File: config.mk
export PLATFORM = sky130hd
export DESIGN_NAME = dfiir_fb_stage_flat
export DESIGN_NICKNAME = d
export VERILOG_FILES = /design/src/rtl/dfiir_pkg.sv /design/src/rtl/dfiir_out_if.sv /design/src/rtl/dfiir_fb_stage.sv /design/src/flat_wrapper.sv
export SDC_FILE = /design/constraint.sdc
export NUM_CORES = 2
export LEC_CHECK = 0
export BUFFER_PORTS_ARGS = -buffer_cell sky130_fd_sc_hd__buf_4
export CAP_MARGIN = 20
export CELL_PAD_IN_SITES_DETAIL_PLACEMENT = 2
export CELL_PAD_IN_SITES_GLOBAL_PLACEMENT = 2
export CORE_ASPECT_RATIO = 0.6
export CORE_MARGIN = 5
export CORE_UTILIZATION = 45
export CTS_CLUSTER_SIZE = 10
export DETAILED_ROUTE_END_ITERATION = 8
export PLACE_DENSITY = 0.9
export SETUP_SLACK_MARGIN = 0.3
export SLEW_MARGIN = 20
export SYNTH_ARGS = -nofsm -noshare
export SYNTH_HDL_FRONTEND = slang
export SYNTH_SLANG_ARGS = --single-unit
File: constraint.sdc
create_clock -name clk -period 38.6 [get_ports clk]
set_clock_uncertainty 0.05 [all_clocks]
set_input_delay 1.93 -clock clk [delete_from_list [all_inputs] [get_ports clk]]
set_output_delay 1.93 -clock clk [all_outputs]
set_load 0.005 [all_outputs]
File: src/rtl/dfiir_pkg.sv
`timescale 1ns / 1ps

package dfiir_pkg;

	localparam int SAMPLE_W    = 24;
	localparam int GAIN_W      = 24;
	localparam int PROD_W      = SAMPLE_W + GAIN_W;
	// Six products of up to 2^46 each plus the rounding half fit in 52 bits.
	localparam int ACC_W       = 52;
	localparam int FRAC_SHIFT  = 16;
	localparam int Q_W         = ACC_W - FRAC_SHIFT;
	localparam int NUM_FF_GAIN = 4;
	localparam int NUM_FB_GAIN = 2;
	localparam int CFG_IDX_W   = 3;
	localparam int CFG_DATA_W  = 24;
	localparam int FF_TAPS_W   = 3;
	localparam int FB_TAPS_W   = 2;

	typedef logic signed [SAMPLE_W-1:0] sample_t;
	typedef logic signed [GAIN_W-1:0]   gain_t;
	typedef logic signed [PROD_W-1:0]   prod_t;
	typedef logic signed [ACC_W-1:0]    acc_t;

	localparam sample_t SAMPLE_MAX = {1'b0, {(SAMPLE_W-1){1'b1}}};
	localparam sample_t SAMPLE_MIN = {1'b1, {(SAMPLE_W-1){1'b0}}};
	localparam acc_t    ROUND_HALF = acc_t'(1) <<< (FRAC_SHIFT - 1);
	localparam gain_t   GAIN_ONE   = gain_t'(1) <<< FRAC_SHIFT;

	localparam logic REQ_FILTER = 1'b0;
	localparam logic REQ_CLEAR  = 1'b1;

	typedef enum logic [CFG_IDX_W-1:0] {
		CFG_FF_GAIN_0    = 3'd0,
		CFG_FF_GAIN_1    = 3'd1,
		CFG_FF_GAIN_2    = 3'd2,
		CFG_FF_GAIN_3    = 3'd3,
		CFG_FB_GAIN_0    = 3'd4,
		CFG_FB_GAIN_1    = 3'd5,
		CFG_FF_TAPS_USED = 3'd6,
		CFG_FB_TAPS_USED = 3'd7
	} cfg_idx_e;

	typedef struct packed {
		gain_t [NUM_FF_GAIN-1:0] ff_gain;
		gain_t [NUM_FB_GAIN-1:0] fb_gain;
		logic [FF_TAPS_W-1:0]    ff_taps_used;
		logic [FB_TAPS_W-1:0]    fb_taps_used;
	} cfg_t;

	// Feed-forward partial result handed to the feedback stage.
	typedef struct packed {
		logic clr;
		acc_t sum;
	} ff_sum_t;

endpackage

File: src/rtl/dfiir_out_if.sv
`timescale 1ns / 1ps

interface dfiir_out_if;
	import dfiir_pkg::*;

	logic    valid;
	logic    ready;
	sample_t filtered_out;
	logic    saturated;

	modport source (output valid, output filtered_out, output saturated, input ready);
	modport sink (input valid, input filtered_out, input saturated, output ready);
endinterface

File: src/rtl/dfiir_fb_stage.sv
`timescale 1ns / 1ps

module dfiir_fb_stage #(
	parameter int FB_TAPS = 2
) (
	input  logic               clk,
	input  logic               arst_n,
	input  dfiir_pkg::cfg_t    cfg,
	input  logic               ffi_valid,
	output logic               ffi_ready,
	input  dfiir_pkg::ff_sum_t ffi,
	dfiir_out_if.source        res
);
	import dfiir_pkg::*;

	acc_t            fb_sum, acc, rnd;
	logic [Q_W-1:0]  q;
	logic [Q_W-SAMPLE_W:0] q_hi;
	logic            fits;
	sample_t         y;
	logic            take;
	logic            res_valid_q;
	sample_t         res_data_q;
	logic            res_sat_q;

	assign ffi_ready = !res_valid_q || res.ready;
	assign take      = ffi_valid && ffi_ready;

	generate
		if (FB_TAPS > 0) begin : g_fb
			sample_t yhist_q [FB_TAPS];
			prod_t   fb_prod [FB_TAPS];

			always_comb begin
				fb_sum = '0;
				for (int i = 0; i < FB_TAPS; i++) begin
					fb_prod[i] = $signed(yhist_q[i]) * $signed(cfg.fb_gain[i]);
					if (i < int'(cfg.fb_taps_used)) fb_sum = fb_sum + acc_t'(fb_prod[i]);
				end
			end

			// Clamped outputs enter the history; a clear zeroes it.
			always_ff @(posedge clk or negedge arst_n) begin
				if (!arst_n) begin
					for (int i = 0; i < FB_TAPS; i++) yhist_q[i] <= '0;
				end else if (take) begin
					if (ffi.clr) begin
						for (int i = 0; i < FB_TAPS; i++) yhist_q[i] <= '0;
					end else begin
						for (int i = FB_TAPS - 1; i > 0; i--) yhist_q[i] <= yhist_q[i-1];
						yhist_q[0] <= y;
					end
				end
			end
		end else begin : g_nofb
			assign fb_sum = '0;
		end
	endgenerate

	// Round half up: add one half, then floor by dropping the fraction bits.
	assign acc  = ffi.sum - fb_sum;
	assign rnd  = acc + ROUND_HALF;
	assign q    = rnd[ACC_W-1:FRAC_SHIFT];
	assign q_hi = q[Q_W-1:SAMPLE_W-1];
	assign fits = (&q_hi) || !(|q_hi);
	assign y    = fits ? sample_t'(q[SAMPLE_W-1:0]) : (q[Q_W-1] ? SAMPLE_MIN : SAMPLE_MAX);

	always_ff @(posedge clk or negedge arst_n) begin
		if (!arst_n) begin
			res_valid_q <= 1'b0;
		end else if (take && !ffi.clr) begin
			res_valid_q <= 1'b1;
		end else if (res.ready) begin
			res_valid_q <= 1'b0;
		end
	end

	always_ff @(posedge clk) begin
		if (take && !ffi.clr) begin
			res_data_q <= y;
			res_sat_q  <= !fits;
		end
	end

	assign res.valid        = res_valid_q;
	assign res.filtered_out = res_data_q;
	assign res.saturated    = res_sat_q;
endmodule

File: src/flat_wrapper.sv
// flat-port wrapper written by rule: the top's interface ports become plain ports
module dfiir_fb_stage_flat import dfiir_pkg::*;
#(
	parameter int FB_TAPS = 2
)
  (clk, arst_n, cfg, ffi_valid, ffi_ready, ffi, res_valid, res_filtered_out, res_saturated, res_ready);
  dfiir_out_if res_i ();
  input  logic clk;
  input  logic arst_n;
  input  dfiir_pkg::cfg_t cfg;
  input  logic ffi_valid;
  output logic ffi_ready;
  input  dfiir_pkg::ff_sum_t ffi;
  output wire logic [$bits(res_i.valid)-1:0] res_valid;
  output wire logic [$bits(res_i.filtered_out)-1:0] res_filtered_out;
  output wire logic [$bits(res_i.saturated)-1:0] res_saturated;
  input wire logic [$bits(res_i.ready)-1:0] res_ready;
  assign res_valid = res_i.valid;
  assign res_filtered_out = res_i.filtered_out;
  assign res_saturated = res_i.saturated;
  assign res_i.ready = res_ready;
  dfiir_fb_stage #(.FB_TAPS(FB_TAPS)) u_core (.clk(clk), .arst_n(arst_n), .cfg(cfg), .ffi_valid(ffi_valid), .ffi_ready(ffi_ready), .ffi(ffi), .res(res_i));
endmodule
# After elaboration in Yosys (flattened, before gate mapping)
# Cells that the tools add are included.
# totals
reg_bits	74
inputBits	206
output_inout_bits	27
# op_classes
mux	7
mul	2
addsub	3
reduce_logical	11
n_lt_le_gt_ge	2
# ops
op	n
two-way mux 52 bit	2
multiplier 24 x 24 -> 48 bit	2
adder 52 x 17 -> 52 bit (second input constant)	1
adder 52 x 48 -> 52 bit	1
subtractor 52 bit	1
two-way mux 24 bit	2
two-way mux 48 bit	1
AND reduction 13 bit	1
OR reduction 13 bit	1
zero test 1 bit	4
< comparator 1 x 2 -> 1 bit (first input constant)	2
logical AND 1 bit	2
logical OR 1 bit	2
two-way mux 1 bit	2
nonzero test 2 bit	1

# Depth between registers and ports, before layout
# depth
depth_word	11
ltp_mapped	65

# Least setup slack after synthesis
# OpenSTA, ideal clock, no wires.
# synth_path
path_type	input -> register
start	input port cfg[5] (netlist name)
end	register u_core.g_fb.yhist_q[24] (netlist name)
stages	58
n_path_buf	3
setup_slack_ns	22.300
arrival_ns	16.184
path_cell_list	clkbuf_1 > and2_1 > fa_1 > inv_1 > fa_1 > fa_1 > fa_1 > fa_1 > inv_1 > fa_1 > inv_1 > fa_1 > inv_1 > ha_1 > a222oi_1 > nor4b_2 > o32ai_1 > a21oi_1 > (+22 left out) > xor2_1 > a21oi_1 > ha_1 > ha_1 > clkbuf_1 > nand4_1 > nand2b_1 > nor3_1 > nor2_1 > mux2_2 > a311o_1 > or2_0 > or4_4 > nor4_4 > nor2_2 > nor3_4 > buf_6 > a221o_1
# synth_via
elab_chain_cells	11
elab_cells_between_ends	13
classes_between	add/sub: 3; mul: 1; mux: 5; reduce/logical: 4
# synth_rtl
item	line_no	text
from (decl)	flat_wrapper.sv:10	input dfiir_pkg::cfg_t cfg;
multiplier 24 x 24 -> 48 bit *	dfiir_fb_stage.sv:37	fb_prod[i] = $signed(yhist_q[i]) * $signed(cfg.fb_gain[i]);
two-way mux 52 bit *	dfiir_fb_stage.sv:38	if (i < int'(cfg.fb_taps_used)) fb_sum = fb_sum + acc_t'(fb_prod[i]);
adder 52 x 48 -> 52 bit	dfiir_fb_stage.sv:38	
two-way mux 52 bit *	dfiir_fb_stage.sv:38	
subtractor 52 bit *	dfiir_fb_stage.sv:61	assign acc = ffi.sum - fb_sum;
adder 52 x 17 -> 52 bit *	dfiir_fb_stage.sv:62	assign rnd = acc + ROUND_HALF;
OR reduction 13 bit	dfiir_fb_stage.sv:65	assign fits = (&q_hi) || !(|q_hi);
zero test 1 bit	dfiir_fb_stage.sv:65	
logical OR 1 bit	dfiir_fb_stage.sv:65	
two-way mux 24 bit *	dfiir_fb_stage.sv:66	assign y = fits ? sample_t'(q[SAMPLE_W-1:0]) : (q[Q_W-1] ? SAMPLE_MIN : SAMPLE_MAX);
two-way mux 48 bit *	dfiir_fb_stage.sv:47	if (ffi.clr) begin
to (decl)	dfiir_fb_stage.sv:31	sample_t yhist_q [FB_TAPS];
# Every way passes the cells marked *; elsewhere a longest branch is shown, timed or not.
# A chain may end at the register's enable or synchronous reset.

# Worst setup path after layout
# layout_path
start	input port cfg[8] (netlist name)
end	register u_core.g_fb.yhist_q[25] (netlist name)
# The elaborated chain is that of the path after synthesis.

==> flow_summary.yaml <==
outcome:
  status: "complete, no violations"
global_routing:
  grt_antenna_before_repair: 13
  grt_max_degree: 77
  grt_usage_pct: 37.8
  grt_pass1_wl_um: 340000
  overflow: 0
  grt_pass1_vias: 52600
placement:
  portBuffers: 133
  dp.final_hpwl_um: 182000
  finalWeightedCongestion: 0.927
min_path:
  hold_depth: 1
  min_to: "u_core.g_fb.yhist_q[35]"
  min_from: "u_core.g_fb.yhist_q[35]"
  hold_path_class: "reg2reg"
cts:
  path_clk_slew_ps: 60
  cts_htree_levels: 3
  clk_path_buf_depth: 2
  cts.repair_timing.setup_buffer_count: 0
  cts-resized-gates: 0
  cts_made_buffers: 9
  hold_buffers: 0
  cts.sinks: 74
  cts_root_buffer: "clkbuf_16"
  clock_latency_ps: 400
  cts_tree: "yes"
synth:
  synth_common_cells: "1,281 x fa_1, 1,227 x inv_1, 790 x nand2_1"
  syn_nets: 7470
  synth_flop_cell: "dfrtp_1"
  yosysTopAreaCellShare_pct: 50.2
  synth.most_common_cell: "fa_1"
  syn-cell-area_um2: 51100
  yosys.area.top_type: "fa_1"
  yosysSeqAreaShare_pct: 3.87
  synth_warnings: 0
  synth_enable_flop_cells: 25
  ys_ff_latch: 74
  avgSynthCellArea_um2: 9.15
  synth_cell_types: 84
  ys_async_sr_fraction_pct: 66.2
  syn_inst: 5586
  ys_top_cells_by_area: "fa_1 50%, ha_1 9.7%, inv_1 9.0%"
critical_path:
  path_buf_inv: 7
  cpMostUsedCell: "fa_1"
  setup.worst_path.end_class: "flop"
  r2r_setup_slack_ps: 16890
  cp-start-kind: "input port"
  rr_endpoint: "u_core.g_fb.yhist_q[25]"
  max_stage_delay_ps: 910
  path_delay_family: "adder cells"
  cp.required_ps: 38790
  worstPathArrival_ps: 22840
  cpMaxStageDelayCell: "a21oi_1"
  reg2reg_from: "u_core.g_fb.yhist_q[39]"
  r2r_cells: 56
  cp_max_fo: 24
  criticalPathCategory: "in2reg"
final_layout:
  drive_gt1_share_pct: 4.38
  fin_nets: 7405
  syn_to_final_growth_pct: 5.22
floorplan:
  die_h_um: 271
  start_util_pct: 45.5
  core-area_um2: 112000
  fp.dieW_um: 445
  die_area_um2: 121000
  rows: 95
  ios: 233
drt:
  wire_per_inst_um: 32.2
  vias_per_cell: 6.08
  drt_first_iter_violations: 3356
  num_vias: 42800
  remaining_drc_errors: 0
  wl_um: 226000
  first_pass_iters: 6
  ant_nets: 0
sta:
  fin_crit_sh_pct: 58.7
  hold_slack_ps: 479
  setup_viol: 0
  hold_viol: 0
  setup_tns_ps: 0
  relSlewSlack_pct: 21.6
  slew_violations: 0
  final.min_clock_period_ps: 22650
  worstMarginPinSlew_ps: 1180
  rsz0062_at_grt: "no"
  fmax_mhz: 44.2
flow_run:
  drv_cap: 0
==> sequential cells by signal (all words and copies together), names as in the netlist <==
name and count:
u_core.res.saturated 1, u_core.res.filtered_out 24, u_core.g_fb.yhist_q 48, u_core.res.valid 1
==> layer usage <==
metal / global-route usage, % / up-vias / part of all wire (%)
li1: - / 16600 / -
met1: 44.7 / 22700 / 36
met2: 64.4 / 2432 / 49
met3: 5.71 / 1018 / 6.9
met4: 25.3 / 4 / 8.1
met5: 0 / - / 0.010
==> worst max path at each step <==
stage            from                 endpoint  slack, ps  cells past startpoint
3_3_place_gp   cfg[5]  u_core.g_fb.yhist_q[32]      17140                     56
6_report       cfg[8]  u_core.g_fb.yhist_q[25]      15950                     55
3_5_place_dp   cfg[8]  u_core.g_fb.yhist_q[34]      15630                     55
2_1_floorplan  cfg[5]  u_core.g_fb.yhist_q[24]      22300                     58
4_1_cts        cfg[8]  u_core.g_fb.yhist_q[25]      15580                     55
5_1_grt        cfg[9]  u_core.g_fb.yhist_q[25]      15800                     55
==> final cells by class <==
type                       count  area [um^2]
inverter                    1228         4610
clock inverter                 4         47.5
timing repair buffer         189         1420
sequential                    74         1980
multi-input combinational   4019        43600
fill                       12100        58500
antenna                        7         17.5
tap                         1503         1880
clock buffer                  12          268
==> cell usage in the layout (no fill, tap or decap), types with 25 or more instances in the layout <==
| cell | Yosys | routed |
|---|---|---|
| nand4_1 | 36 | 36 |
| ha_1 | 397 | 397 |
| xor2_1 | 38 | 38 |
| nor3_1 | 44 | 42 |
| inv_1 | 1227 | 1227 |
| edfxtp_1 | 25 | 25 |
| o21ai_0 | 133 | 133 |
| fa_1 | 1281 | 1279 |
| nand2b_1 | 70 | 69 |
| a21oi_1 | 149 | 149 |
| buf_4 | 0 | 189 |
| dfrtp_1 | 49 | 49 |
| and2_1 | 468 | 468 |
| nand2_1 | 790 | 789 |
| a21o_1 | 67 | 67 |
| xnor2_1 | 91 | 91 |
| nand3_1 | 26 | 26 |
| nor2_1 | 129 | 127 |
==> logic make-up (layout without fill, tap and decap cells) <==
| group | count (synthesis) | count (layout) | share of synthesized area, % |
|---|---|---|---|
| DFF | 74 | 74 | 3.87 |
| other | 0 | 7 | 0 |
| muxes | 23 | 23 | 0.453 |
| xor gates and xnor gates | 130 | 130 | 2.24 |
| adders and majority gates | 1678 | 1678 | 59.9 |
| and+or+nand+nor | 1645 | 1645 | 15.6 |
| AOI/OAI and AO/OA | 543 | 543 | 6.90 |
| buffers and inverters | 1493 | 1433 | 11.0 |
==> worst register-to-register path: cells and delay by family, from the launching register on <==
kind | cells | cell delay, ps
compound gates | 12 | 4390
fa+ha+maj | 16 | 7890
simple gates | 17 | 6730
xor+xnor | 3 | 750
flops | 1 | 590
buf+inv | 8 | 1190
==> metrics by stage <==
step	util [%]	setup WS [ps]	instance area [um^2]	std cells
floorplan	-	22300	51100	5586
global placement	47.6	17140	53400	7013
detailed placement	47.6	15630	53400	7013
CTS	47.8	15580	53700	7029
global route	47.9	15800	53800	7030
finish	47.9	15950	53800	7036
Power is not shown: default switching activity piles up to over one toggle a cycle in this logic, so the estimate is an artifact.
