$ cat src/rtl/dfiir_pkg.sv
`timescale 1ns / 1ps

package dfiir_pkg;

	localparam int SAMPLE_W    = 24;
	localparam int GAIN_W      = 24;
	localparam int PROD_W      = SAMPLE_W + GAIN_W;
	// Six products of up to 2^46 each plus the rounding half fit in 52 bits.
	localparam int ACC_W       = 52;
	localparam int FRAC_SHIFT  = 16;
	localparam int Q_W         = ACC_W - FRAC_SHIFT;
	localparam int NUM_FF_GAIN = 4;
	localparam int NUM_FB_GAIN = 2;
	localparam int CFG_IDX_W   = 3;
	localparam int CFG_DATA_W  = 24;
	localparam int FF_TAPS_W   = 3;
	localparam int FB_TAPS_W   = 2;

	typedef logic signed [SAMPLE_W-1:0] sample_t;
	typedef logic signed [GAIN_W-1:0]   gain_t;
	typedef logic signed [PROD_W-1:0]   prod_t;
	typedef logic signed [ACC_W-1:0]    acc_t;

	localparam sample_t SAMPLE_MAX = {1'b0, {(SAMPLE_W-1){1'b1}}};
	localparam sample_t SAMPLE_MIN = {1'b1, {(SAMPLE_W-1){1'b0}}};
	localparam acc_t    ROUND_HALF = acc_t'(1) <<< (FRAC_SHIFT - 1);
	localparam gain_t   GAIN_ONE   = gain_t'(1) <<< FRAC_SHIFT;

	localparam logic REQ_FILTER = 1'b0;
	localparam logic REQ_CLEAR  = 1'b1;

	typedef enum logic [CFG_IDX_W-1:0] {
		CFG_FF_GAIN_0    = 3'd0,
		CFG_FF_GAIN_1    = 3'd1,
		CFG_FF_GAIN_2    = 3'd2,
		CFG_FF_GAIN_3    = 3'd3,
		CFG_FB_GAIN_0    = 3'd4,
		CFG_FB_GAIN_1    = 3'd5,
		CFG_FF_TAPS_USED = 3'd6,
		CFG_FB_TAPS_USED = 3'd7
	} cfg_idx_e;

	typedef struct packed {
		gain_t [NUM_FF_GAIN-1:0] ff_gain;
		gain_t [NUM_FB_GAIN-1:0] fb_gain;
		logic [FF_TAPS_W-1:0]    ff_taps_used;
		logic [FB_TAPS_W-1:0]    fb_taps_used;
	} cfg_t;

	// Feed-forward partial result handed to the feedback stage.
	typedef struct packed {
		logic clr;
		acc_t sum;
	} ff_sum_t;

endpackage

$ cat src/rtl/dfiir_cfg_regs.sv
`timescale 1ns / 1ps

module dfiir_cfg_regs (
	input  logic                              clk,
	input  logic                              arst_n,
	input  logic                              cfg_we,
	input  logic [dfiir_pkg::CFG_IDX_W-1:0]   cfg_idx,
	input  logic [dfiir_pkg::CFG_DATA_W-1:0]  cfg_data,
	output dfiir_pkg::cfg_t                   cfg
);
	import dfiir_pkg::*;

	cfg_t cfg_q;

	always_ff @(posedge clk or negedge arst_n) begin
		if (!arst_n) begin
			cfg_q.ff_gain[0]   <= GAIN_ONE;
			for (int i = 1; i < NUM_FF_GAIN; i++) cfg_q.ff_gain[i] <= '0;
			cfg_q.fb_gain      <= '0;
			cfg_q.ff_taps_used <= FF_TAPS_W'(1);
			cfg_q.fb_taps_used <= '0;
		end else if (cfg_we) begin
			unique case (cfg_idx_e'(cfg_idx))
				CFG_FF_GAIN_0:    cfg_q.ff_gain[0]   <= gain_t'(cfg_data);
				CFG_FF_GAIN_1:    cfg_q.ff_gain[1]   <= gain_t'(cfg_data);
				CFG_FF_GAIN_2:    cfg_q.ff_gain[2]   <= gain_t'(cfg_data);
				CFG_FF_GAIN_3:    cfg_q.ff_gain[3]   <= gain_t'(cfg_data);
				CFG_FB_GAIN_0:    cfg_q.fb_gain[0]   <= gain_t'(cfg_data);
				CFG_FB_GAIN_1:    cfg_q.fb_gain[1]   <= gain_t'(cfg_data);
				CFG_FF_TAPS_USED: cfg_q.ff_taps_used <= cfg_data[FF_TAPS_W-1:0];
				CFG_FB_TAPS_USED: cfg_q.fb_taps_used <= cfg_data[FB_TAPS_W-1:0];
				default: ;
			endcase
		end
	end

	assign cfg = cfg_q;
endmodule

$ cat config.mk
export PLATFORM = sky130hd
export DESIGN_NAME = dfiir_cfg_regs
export DESIGN_NICKNAME = d
export VERILOG_FILES = /design/src/rtl/dfiir_pkg.sv /design/src/rtl/dfiir_cfg_regs.sv
export SDC_FILE = /design/constraint.sdc
export NUM_CORES = 1
export LEC_CHECK = 0
export BUFFER_PORTS_ARGS = -buffer_cell sky130_fd_sc_hd__buf_4
export CAP_MARGIN = 20
export CORE_MARGIN = 2
export CORE_UTILIZATION = 35
export CTS_BUF_LIST = sky130_fd_sc_hd__clkbuf_4 sky130_fd_sc_hd__clkbuf_8 sky130_fd_sc_hd__clkbuf_16
export CTS_CLUSTER_SIZE = 24
export DETAILED_ROUTE_END_ITERATION = 7
export SKIP_CTS_REPAIR_TIMING = 1
export SLEW_MARGIN = 20
export SYNTH_ARGS = -nofsm -noshare
export SYNTH_HDL_FRONTEND = slang
export SYNTH_SLANG_ARGS = --single-unit
export TNS_END_PERCENT = 20
$ cat constraint.sdc
create_clock -name clk -period 1.7 [get_ports clk]
set_input_delay 0.34 -clock clk [delete_from_list [all_inputs] [get_ports clk]]
set_output_delay 0.34 -clock clk [all_outputs]
set_load 0.01 [all_outputs]
# Yosys cells after proc, flatten, opt, wreduce, memory -nomap -nowiden
# Cells that the tools add are included.
# word_totals
output_inout_bits,149
wordCells,24
input_bits,30
reg_bits,149
# op_classes
eq_ne,7
reduce_logical,9
# op_table
op,n
$reduce_and 2->1,8
$eq 3x3->1 const B,4
$eq 3x2->1 const B,2
$eq 3x1->1 const B,1
$logic_not 3->1,1

# Longest topological paths before layout
# Gate-level depths: netlist of the first run.
# logic_depth
depth_word,2
ltp_mapped,5
ltp_nobuf,2

# Worst setup path before layout of the first run
# Ideal clock, no wire load.
# synth_timing
path_kind,input to register
from,in cfg_idx[1] in the netlist's numbering
to,reg cfg_q (netlist bit cfg[64])
setup_slack_ns,0.142
required_time_ns,1.575
cell_stages,4
setup_time_ns,0.125
t_arrival_ns,1.433
n_path_buf,2
path_cell_list,buf_4 nor4b_4 buf_6 mux2_2
# synth_between
elab_chain_cells,2
# synth_rtl
item,line,rtl
from (decl),dfiir_cfg_regs.sv:7,"input logic [dfiir_pkg::CFG_IDX_W-1:0] cfg_idx,"
$logic_not 3->1,dfiir_cfg_regs.sv:23,unique case (cfg_idx_e'(cfg_idx))
$reduce_and 2->1 (no source line),-,
to (decl),dfiir_cfg_regs.sv:13,cfg_t cfg_q;
# Every way passes these cells.
# A chain may end at the register's enable or synchronous reset.

# Worst setup path in the final report of the first run
# layout_timing
from,reg cfg_q (netlist bit cfg[69])
to,out cfg[69] in the netlist's numbering
# layout_rtl
item,line,rtl
to (decl),dfiir_cfg_regs.sv:9,output dfiir_pkg::cfg_t cfg
# No word-level cell between the ends.

==> results of run 1 <==
==> placed cells by master, fill, tap and decap left out, drive strengths merged <==
cell type and n:
clkbuf 21, inv 2, and4bb 3, nor4b 1, mux2 149, clkinv 3, dlygate4sd3 1, nand4 1
nand4b 3, bufinv 3, dfstp 2, dfrtp 147, clkinvlp 3, buf 193
==> power by group <==
group / internal (mW) / leakage [nW] / switching (mW)
Sequential: 4.34 / 1.79 / 0.421
Combinational: 1.60 / 1.62 / 1.15
Clock: 2.43 / 0.297 / 1.45
==> cell families after synthesis <==
family                 Yosys count  synth area share, %
multiplexers                   149                29.60
flip-flops                     149                65.83
buffers and inverters           19                2.693
AND/OR/NAND/NOR                  8                1.877
==> layer usage <==
metal / vias up / routed length [um]
met5: - / 0
met4: 0 / 137
met3: 14 / 871
met2: 97 / 7158
met1: 1790 / 5713
li1: 1551 / -
==> how the worst max path moves through the flow <==
stage                          end  slack (ns)
2_1_floorplan  cfg[64]$_DFFE_PN0P_        0.14
3_3_place_gp   cfg[70]$_DFFE_PN0P_        0.18
3_5_place_dp   cfg[72]$_DFFE_PN0P_        0.15
4_1_cts                    cfg[69]        0.28
5_1_grt                     cfg[2]        0.27
6_report                   cfg[69]        0.31
==> metrics by stage <==
stage	power [mW]	area (um^2)	worst slack (ns)
2_1_floorplan	5.897	5668	0.1419
3_3_place_gp	7.527	7351	0.1849
6_report	11.38	7978	0.3058
5_1_grt	11.92	7978	0.2689
4_1_cts	11.54	7968	0.2846
3_5_place_dp	7.617	7351	0.1513
==> area by class of cell <==
| type | instances | area share (%) |
|---|---|---|
| timing repair buffer | 194 | 19.75 |
| multi-input combinational | 157 | 22.37 |
| clock buffer | 21 | 5.866 |
| sequential | 149 | 46.77 |
| clock inverter | 11 | 1.866 |
| tap | 216 | 3.388 |
==> impl_metrics.toml, run 1 <==
[status]
run_status = "completed"

[cells_and_area]
antenna_cells_inserted = 0
multiInputGateArea_um2 = 1784
count_of_placed_standard_cells_in_the_final_layout_fillers_left_out = 748
nets = 549
register_area_um2 = 3731
layout.filler_cells = 1376
layout-drive-gt1-share_pct = 71.05
layout-area-overhead-vs-synth_pct = 40.75
utilization_pct = 50.40
largest_register_ff_count = 149

[grt]
initial_antenna_violation_count = 0
first_pass_grt_wire_length_um = 22270
total_routing_usage_gr_pct = 16.74
first_global_vias = 3783
met3_usage_pct = 6.250
global_route.usage.met2_pct = 28.74
globalRouteMet1Util_pct = 19.70
grt.overflow.total = 0
global_route.peak_usage_layer = "met2"
largest_net_degree_at_the_start_of_global_routing = 47

[die]
placeableCoreArea_um2 = 15830
num_rows = 46
die_height_um = 131.3
start_util_pct = 35.81
dieWidth_um = 131.3
dieArea_um2 = 17230
io-pin-count = 179

[timing]
timing_max_transition_violations_final = 0
timing.hold.ws_ns = 0.1949
final_hold_viol_count = 0
max_freq_ghz = 0.7173
final.setup.tns_ns = 0
max-slew-margin-rel_pct = 68.62
fin_worst_skew_ns = 0
timing.final.setup_violations = 0
rsz0062_at_grt = "false"
layout_min_cycle_time_ns = 1.394
worstMarginPinSlew_ns = 0.4707
finalCritPeriodShare_pct = 82.01

[synthesis]
synthFlopType = "sky130_fd_sc_hd__dfrtp_1"
synth_area_um2 = 5668
edff_count_synth = 0
post_synth_inst_count = 325
post_synth_num_cell_types = 12
seq_area_frac_synth_pct = 65.83
postSynthRegisterBits = 149
synthTopCellsByCount = "147 x sky130_fd_sc_hd__dfrtp_1, 145 x sky130_fd_sc_hd__mux2_2, 8 x sky130_fd_sc_hd__buf_2, 8 x sky130_fd_sc_hd__buf_6, 4 x sky130_fd_sc_hd__mux2_1"
synth_top_area_cell = "sky130_fd_sc_hd__dfrtp_1"
yosys.cell_count.top_type = "sky130_fd_sc_hd__dfrtp_1"
syn-num-nets = 355
post-synth-top-area-fraction_pct = 64.90
async_reset_ff_share_pct = 100.0
average_cell_area_after_synthesis_um2 = 17.44
yosys_warnings = 0
synth_area_leaders = "sky130_fd_sc_hd__dfrtp_1 65%, sky130_fd_sc_hd__mux2_2 29%, sky130_fd_sc_hd__buf_6 1.6%"

[critical_path]
critical_path_arrival_ns = 1.05
path_max_fanout = 2
r2r-start = "cfg[11]$_DFFE_PN0P_"
critical_path.startpoint = "cfg[69]$_DFFE_PN1P_"
worst_path_dominant_cell_family = "flip-flops"
crit_chain = "buf_4"
worstPathRequired_ns = 1.36
timing.critical_path.to_type = "primary output"
crit_path_top_delay_cell = "sky130_fd_sc_hd__dfstp_2"
setup_slack_reg_to_reg_ns = 0.92
reg2reg_to = "cfg[11]$_DFFE_PN0P_"
worst-setup-path-type = "register to primary output"
crit_path_max_incr_delay_ns = 0.53
crit_path_start_kind = "register"
worst-path-stages = 1
reg2regPathDepth = 1
timing.critical_path.buf_inv = 1

[placed_design]
gp_congestion = 0.6931
placement.io_buffers = 178
dp.final_hpwl_um = 9738
place_inst = 715

[drt]
drc_violation_count_after_routing = 0
wirelength_um = 13880
post_drt_via_cell_ratio = 4.615
route.detailed.wl_per_inst_um = 18.56
detailedRoute.firstIterationViolations = 78
detailedRoute.firstPassIterationCount = 3
drt.antenna.violating_nets = 0
num_vias = 3452

[worst_hold_path]
hold_start = "cfg_data[4]"
min-delay-path-class = "input port to register"
min_path_cells = 2
worst_min_delay_path_endpoint = "cfg[9]$_DFFE_PN0P_"

[clock_tree]
cts-buffers-inserted = 17
clkLatencyLatePin_ns = 0.41
clk_path_buf_depth = 2
tritoncts = "yes"
clkTransAtPathRegs_ns = 0.06
cts.htree.levels = 4
root_buffer = "sky130_fd_sc_hd__clkbuf_16"
cts_num_sinks = 149

[power]
power-per-cell-area_nw_per_um2 = 1426
leakage_nw = 3.706
ir_worst_vdd_uv = 862.3

[job]
max_cap_violations = 0
Power figures use the tool's default switching activity.
==> inputs of run 2 (changes only) <==
--- a/config.mk
+++ b/config.mk
@@ -5,6 +5,7 @@
 export SDC_FILE = /design/constraint.sdc
 export NUM_CORES = 1
 export LEC_CHECK = 0
+export ABC_AREA = 1
 export BUFFER_PORTS_ARGS = -buffer_cell sky130_fd_sc_hd__buf_4
 export CAP_MARGIN = 20
 export CORE_MARGIN = 2
==> constraint.sdc (replaced) <==
create_clock -name clk -period 1.4 [get_ports clk]
set_input_delay 0.28 -clock clk [delete_from_list [all_inputs] [get_ports clk]]
set_output_delay 0.28 -clock clk [all_outputs]
set_load 0.01 [all_outputs]
==> impl_metrics.toml, run 2 <==
[clock_tree]
cts_num_sinks = 149
clkTransAtPathRegs_ns = 0.06
clk_path_buf_depth = 2
tritoncts = "yes"
clkLatencyLatePin_ns = 0.41
root_buffer = "sky130_fd_sc_hd__clkbuf_16"
cts-buffers-inserted = 17
cts.htree.levels = 4

[synthesis]
post_synth_inst_count = 660
post-synth-top-area-fraction_pct = 62.97
async_reset_ff_share_pct = 100.0
synth_area_leaders = "sky130_fd_sc_hd__dfrtp_1 63%, sky130_fd_sc_hd__nand2_1 23%, sky130_fd_sc_hd__nand3_1 8.2%"
synth_area_um2 = 5842
yosys_warnings = 0
edff_count_synth = 0
synth_top_area_cell = "sky130_fd_sc_hd__dfrtp_1"
postSynthRegisterBits = 149
average_cell_area_after_synthesis_um2 = 8.851
seq_area_frac_synth_pct = 63.87
yosys.cell_count.top_type = "sky130_fd_sc_hd__nand2_1"
synthFlopType = "sky130_fd_sc_hd__dfrtp_1"
synthTopCellsByCount = "364 x sky130_fd_sc_hd__nand2_1, 147 x sky130_fd_sc_hd__dfrtp_1, 96 x sky130_fd_sc_hd__nand3_1"
post_synth_num_cell_types = 14
syn-num-nets = 690

[die]
dieWidth_um = 133.2
io-pin-count = 179
placeableCoreArea_um2 = 16470
dieArea_um2 = 17740
die_height_um = 133.2
start_util_pct = 35.48
num_rows = 47

[critical_path]
crit_chain = "buf_4"
reg2regPathDepth = 2
worst-setup-path-type = "register to primary output"
timing.critical_path.to_type = "primary output"
timing.critical_path.buf_inv = 1
worstPathRequired_ns = 1.12
worst_path_dominant_cell_family = "flip-flops"
path_max_fanout = 2
crit_path_start_kind = "register"
critical_path_arrival_ns = 1.06
worst-path-stages = 1
crit_path_max_incr_delay_ns = 0.54
crit_path_top_delay_cell = "sky130_fd_sc_hd__dfstp_2"

[timing]
max_freq_ghz = 0.7463
timing.final.setup_violations = 0
worstMarginPinSlew_ns = 0.3476
timing_max_transition_violations_final = 0
final.setup.tns_ns = 0
final_hold_viol_count = 0
layout_min_cycle_time_ns = 1.340
finalCritPeriodShare_pct = 95.71
max-slew-margin-rel_pct = 76.83
fin_worst_skew_ns = 0
rsz0062_at_grt = "false"

[cells_and_area]
mostFrequentLayoutCell = "sky130_fd_sc_hd__nand2_1"
antenna_cells_inserted = 0
layout.filler_cells = 1645
largest_register_ff_count = 149
count_of_placed_standard_cells_in_the_final_layout_fillers_left_out = 1082
layout-drive-gt1-share_pct = 29.00
utilization_pct = 49.92
finalInstanceArea_um2 = 8219
most_frequent_cells_in_the_layout = "364 x sky130_fd_sc_hd__nand2_1, 199 x sky130_fd_sc_hd__buf_4, 147 x sky130_fd_sc_hd__dfrtp_1, 96 x sky130_fd_sc_hd__nand3_1, 17 x sky130_fd_sc_hd__clkbuf_16"
layout-area-overhead-vs-synth_pct = 40.69
nets = 879

[grt]
first_pass_grt_wire_length_um = 27610
total_routing_usage_gr_pct = 20.45
initial_antenna_violation_count = 0
grt.overflow.total = 0
first_global_vias = 4816
largest_net_degree_at_the_start_of_global_routing = 40

[power]
leakage_nw = 4.539
ir_worst_vdd_uv = 822.9
design_power_total_mw = 13.39
power-per-cell-area_nw_per_um2 = 1629

[placed_design]
dp.final_hpwl_um = 12300
placement.io_buffers = 178
dpl-instance-area_um2 = 7571
gp_congestion = 0.7935
place_inst = 1049

[job]
max_cap_violations = 0

[drt]
post_drt_via_cell_ratio = 4.593
route.detailed.wl_per_inst_um = 16.32
drc_violation_count_after_routing = 0
detailedRoute.firstIterationViolations = 410
detailedRoute.firstPassIterationCount = 4
num_vias = 4970
drt.antenna.violating_nets = 0
wirelength_um = 17660

[worst_hold_path]
min_path_cells = 3
min-delay-path-class = "input port to register"

[status]
run_status = "completed"
## run 2: cell types whose count changed after synthesis, moves of 4 or more
cell / before / now
sky130_fd_sc_hd__buf_2: 8 / 29
sky130_fd_sc_hd__buf_6: 8 / 0
sky130_fd_sc_hd__clkbuf_1: 0 / 4
sky130_fd_sc_hd__nand3_1: 0 / 96
sky130_fd_sc_hd__mux2_2: 145 / 0
sky130_fd_sc_hd__inv_2: 0 / 4
sky130_fd_sc_hd__nand2_1: 0 / 364
sky130_fd_sc_hd__mux2_1: 4 / 0
## run 2: layout make-up
| type | instances | area (um^2) | share of cell area [%] |
|---|---|---|---|
| clock buffers | 20 | 460.4 | 5.602 |
| well taps | 220 | 275.3 | 3.349 |
| repair buffers | 207 | 1635 | 19.90 |
| flip-flops and latches | 149 | 3731 | 45.40 |
| multi-input cells | 468 | 1917 | 23.32 |
| inverters | 6 | 22.52 | 0.2740 |
| clock inverters | 12 | 177.7 | 2.162 |
## run 2: path summary, 6_finish.rpt
path	startpoint	endpoint	slack, ns
min reg2reg	cfg[2]$_DFFE_PN1P_	cfg[2]$_DFFE_PN1P_	0.47
max	cfg[69]$_DFFE_PN1P_	cfg[69]	0.06
max in group asynchronous	arst_n	cfg[70]$_DFFE_PN0P_	0.55
min	cfg_data[23]	cfg[148]$_DFFE_PN0P_	0.11
max reg2reg	cfg[69]$_DFFE_PN1P_	cfg[69]$_DFFE_PN1P_	0.70
min in group asynchronous	arst_n	cfg[0]$_DFFE_PN0P_	0.32
## run 2: report_power, final
| part | total [mW] | internal, mW | switching, mW |
|---|---|---|---|
| combinational | 2.93 | 1.42 | 1.50 |
| sequential | 5.62 | 5.13 | 0.494 |
| clock | 4.84 | 3.10 | 1.75 |
## run 2: per-layer routing
layer | up-vias | part of all wire (%) | GRT usage (%) | wire length (um)
met4 | 0 | 1.2 | 6.147 | 208
met2 | 142 | 48 | 32.35 | 8556
li1 | 2446 | - | - | -
met1 | 2368 | 45 | 28.40 | 7907
met3 | 14 | 5.6 | 4.528 | 989
met5 | - | 0 | 0 | 0
## run 2: kinds of logic after synthesis
logic type,count (synthesis),share of synthesized area (%)
buffers and inverters,43,3.491
flip-flops,149,63.87
AND/OR/NAND/NOR,468,32.64
## run 2: through the flow
step / hold WS (ns) / setup slack [ns]
final: 0.1143 / 0.05999
after global routing: 0.1210 / 0.01158
after CTS: -0.2519 / 0.03460
after detailed placement: 0.1946 / 0.09022
after global placement: 0.1931 / 0.1026
after floorplan: -0.01559 / 0.2945
==> inputs of run 3 (changes only) <==
--- a/config.mk
+++ b/config.mk
@@ -13,6 +13,7 @@
 export CTS_BUF_LIST = sky130_fd_sc_hd__clkbuf_4 sky130_fd_sc_hd__clkbuf_8 sky130_fd_sc_hd__clkbuf_16
 export CTS_CLUSTER_SIZE = 24
 export DETAILED_ROUTE_END_ITERATION = 7
+export REMOVE_ABC_BUFFERS = 1
 export SKIP_CTS_REPAIR_TIMING = 1
 export SLEW_MARGIN = 20
 export SYNTH_ARGS = -nofsm -noshare
==> impl_metrics.toml, run 3 (synthesis results as in run 2) <==
[critical_path]
crit_path_start_kind = "register"
timing.critical_path.buf_inv = 1
crit_chain = "buf_4"
worst_path_dominant_cell_family = "flip-flops"
crit_path_max_incr_delay_ns = 0.54
timing.critical_path.to_type = "primary output"
worst-setup-path-type = "register to primary output"
crit_path_top_delay_cell = "sky130_fd_sc_hd__dfstp_2"
critical_path_arrival_ns = 1.07
path_max_fanout = 2
worstPathRequired_ns = 1.12

[clock_tree]
clk_path_buf_depth = 2
cts_num_sinks = 149
clkLatencyLatePin_ns = 0.42
tritoncts = "yes"
root_buffer = "sky130_fd_sc_hd__clkbuf_16"
cts.htree.levels = 4
clkTransAtPathRegs_ns = 0.06
cts-buffers-inserted = 17

[drt]
drc_violation_count_after_routing = 0
detailedRoute.firstPassIterationCount = 4
post_drt_via_cell_ratio = 4.648
detailedRoute.firstIterationViolations = 296
wirelength_um = 18110
num_vias = 5090
route.detailed.wl_per_inst_um = 16.54
drt.antenna.violating_nets = 0

[cells_and_area]
layout-area-overhead-vs-synth_pct = 42.13
nets = 892
antenna_cells_inserted = 0
most_frequent_cells_in_the_layout = "364 x sky130_fd_sc_hd__nand2_1, 211 x sky130_fd_sc_hd__buf_4, 147 x sky130_fd_sc_hd__dfrtp_1, 96 x sky130_fd_sc_hd__nand3_1, 17 x sky130_fd_sc_hd__clkbuf_16"
largest_register_ff_count = 149
mostFrequentLayoutCell = "sky130_fd_sc_hd__nand2_1"
finalInstanceArea_um2 = 8303
layout-drive-gt1-share_pct = 30.06

[timing]
fin_worst_skew_ns = 0
final.setup.tns_ns = 0
worstMarginPinSlew_ns = 0.4798
timing_max_transition_violations_final = 0
rsz0062_at_grt = "false"
final_hold_viol_count = 0
layout_min_cycle_time_ns = 1.351
max-slew-margin-rel_pct = 68.01
finalCritPeriodShare_pct = 96.46
timing.final.setup_violations = 0
worst_slack_ns = 0.04949
max_freq_ghz = 0.7405

[power]
leakage_nw = 4.608
power-per-cell-area_nw_per_um2 = 1598
ir_worst_vdd_uv = 819.7

[grt]
first_global_vias = 4910
total_routing_usage_gr_pct = 20.83
largest_net_degree_at_the_start_of_global_routing = 46
initial_antenna_violation_count = 0
grt.overflow.total = 0
first_pass_grt_wire_length_um = 28280

[placed_design]
placement.io_buffers = 178
dp.final_hpwl_um = 12580
detailedPlace.worstSlack_ns = 0.1499
dpl-instance-area_um2 = 7681
gp_congestion = 0.7541

[worst_hold_path]
min-delay-path-class = "input port to register"

[die]
start_util_pct = 35.48
io-pin-count = 179
die_height_um = 133.2
num_rows = 47
dieArea_um2 = 17740
dieWidth_um = 133.2
placeableCoreArea_um2 = 16470

[job]
max_cap_violations = 0

[status]
run_status = "completed"
==> run 3: routing by layer <==
layer,vias to the layer above,global-route usage [%],part of all wire [%]
met5,-,0,0
met4,0,5.851,0.94
met3,11,6.240,6.8
met2,147,31.40,45
met1,2460,29.37,47
li1,2472,-,-
==> run 3: through the flow <==
stage	total power, mW	hold slack (ns)	utilization (%)	cells
after floorplan	6.715	-0.01559	-	623
after global placement	8.625	0.2577	46.65	1062
after detailed placement	8.673	0.2544	46.65	1062
after CTS	13.39	-0.1907	50.36	1094
after global routing	13.95	0.1011	50.43	1095
final	13.27	0.1116	50.43	1095
==> run 3: path summary, 6_finish.rpt <==
check	cells past startpoint	to	slack, ns	start
max	1	cfg[2]	0.05	cfg[2]$_DFFE_PN1P_
min	3	cfg[131]$_DFFE_PN0P_	0.11	cfg_data[6]
max reg2reg	2	cfg[2]$_DFFE_PN1P_	0.69	cfg[2]$_DFFE_PN1P_
min reg2reg	2	cfg[105]$_DFFE_PN0P_	0.47	cfg[105]$_DFFE_PN0P_
max in group asynchronous	3	cfg[67]$_DFFE_PN0P_	0.51	arst_n
min in group asynchronous	2	cfg[114]$_DFFE_PN0P_	0.38	arst_n
==> run 3: layout make-up <==
type | instances | area [um^2]
fill | 1610 | 8163
sequential | 149 | 3731
timing repair buffer | 220 | 1745
clock buffer | 23 | 483.0
multi-input combinational | 468 | 1917
inverter | 6 | 22.52
clock inverter | 9 | 128.9
tap | 220 | 275.3
==> run 3: where the power goes <==
group,switching (mW),total (mW),internal [mW]
clock network,1.72,4.69,2.97
registers,0.502,5.63,5.13
logic,1.50,2.94,1.44
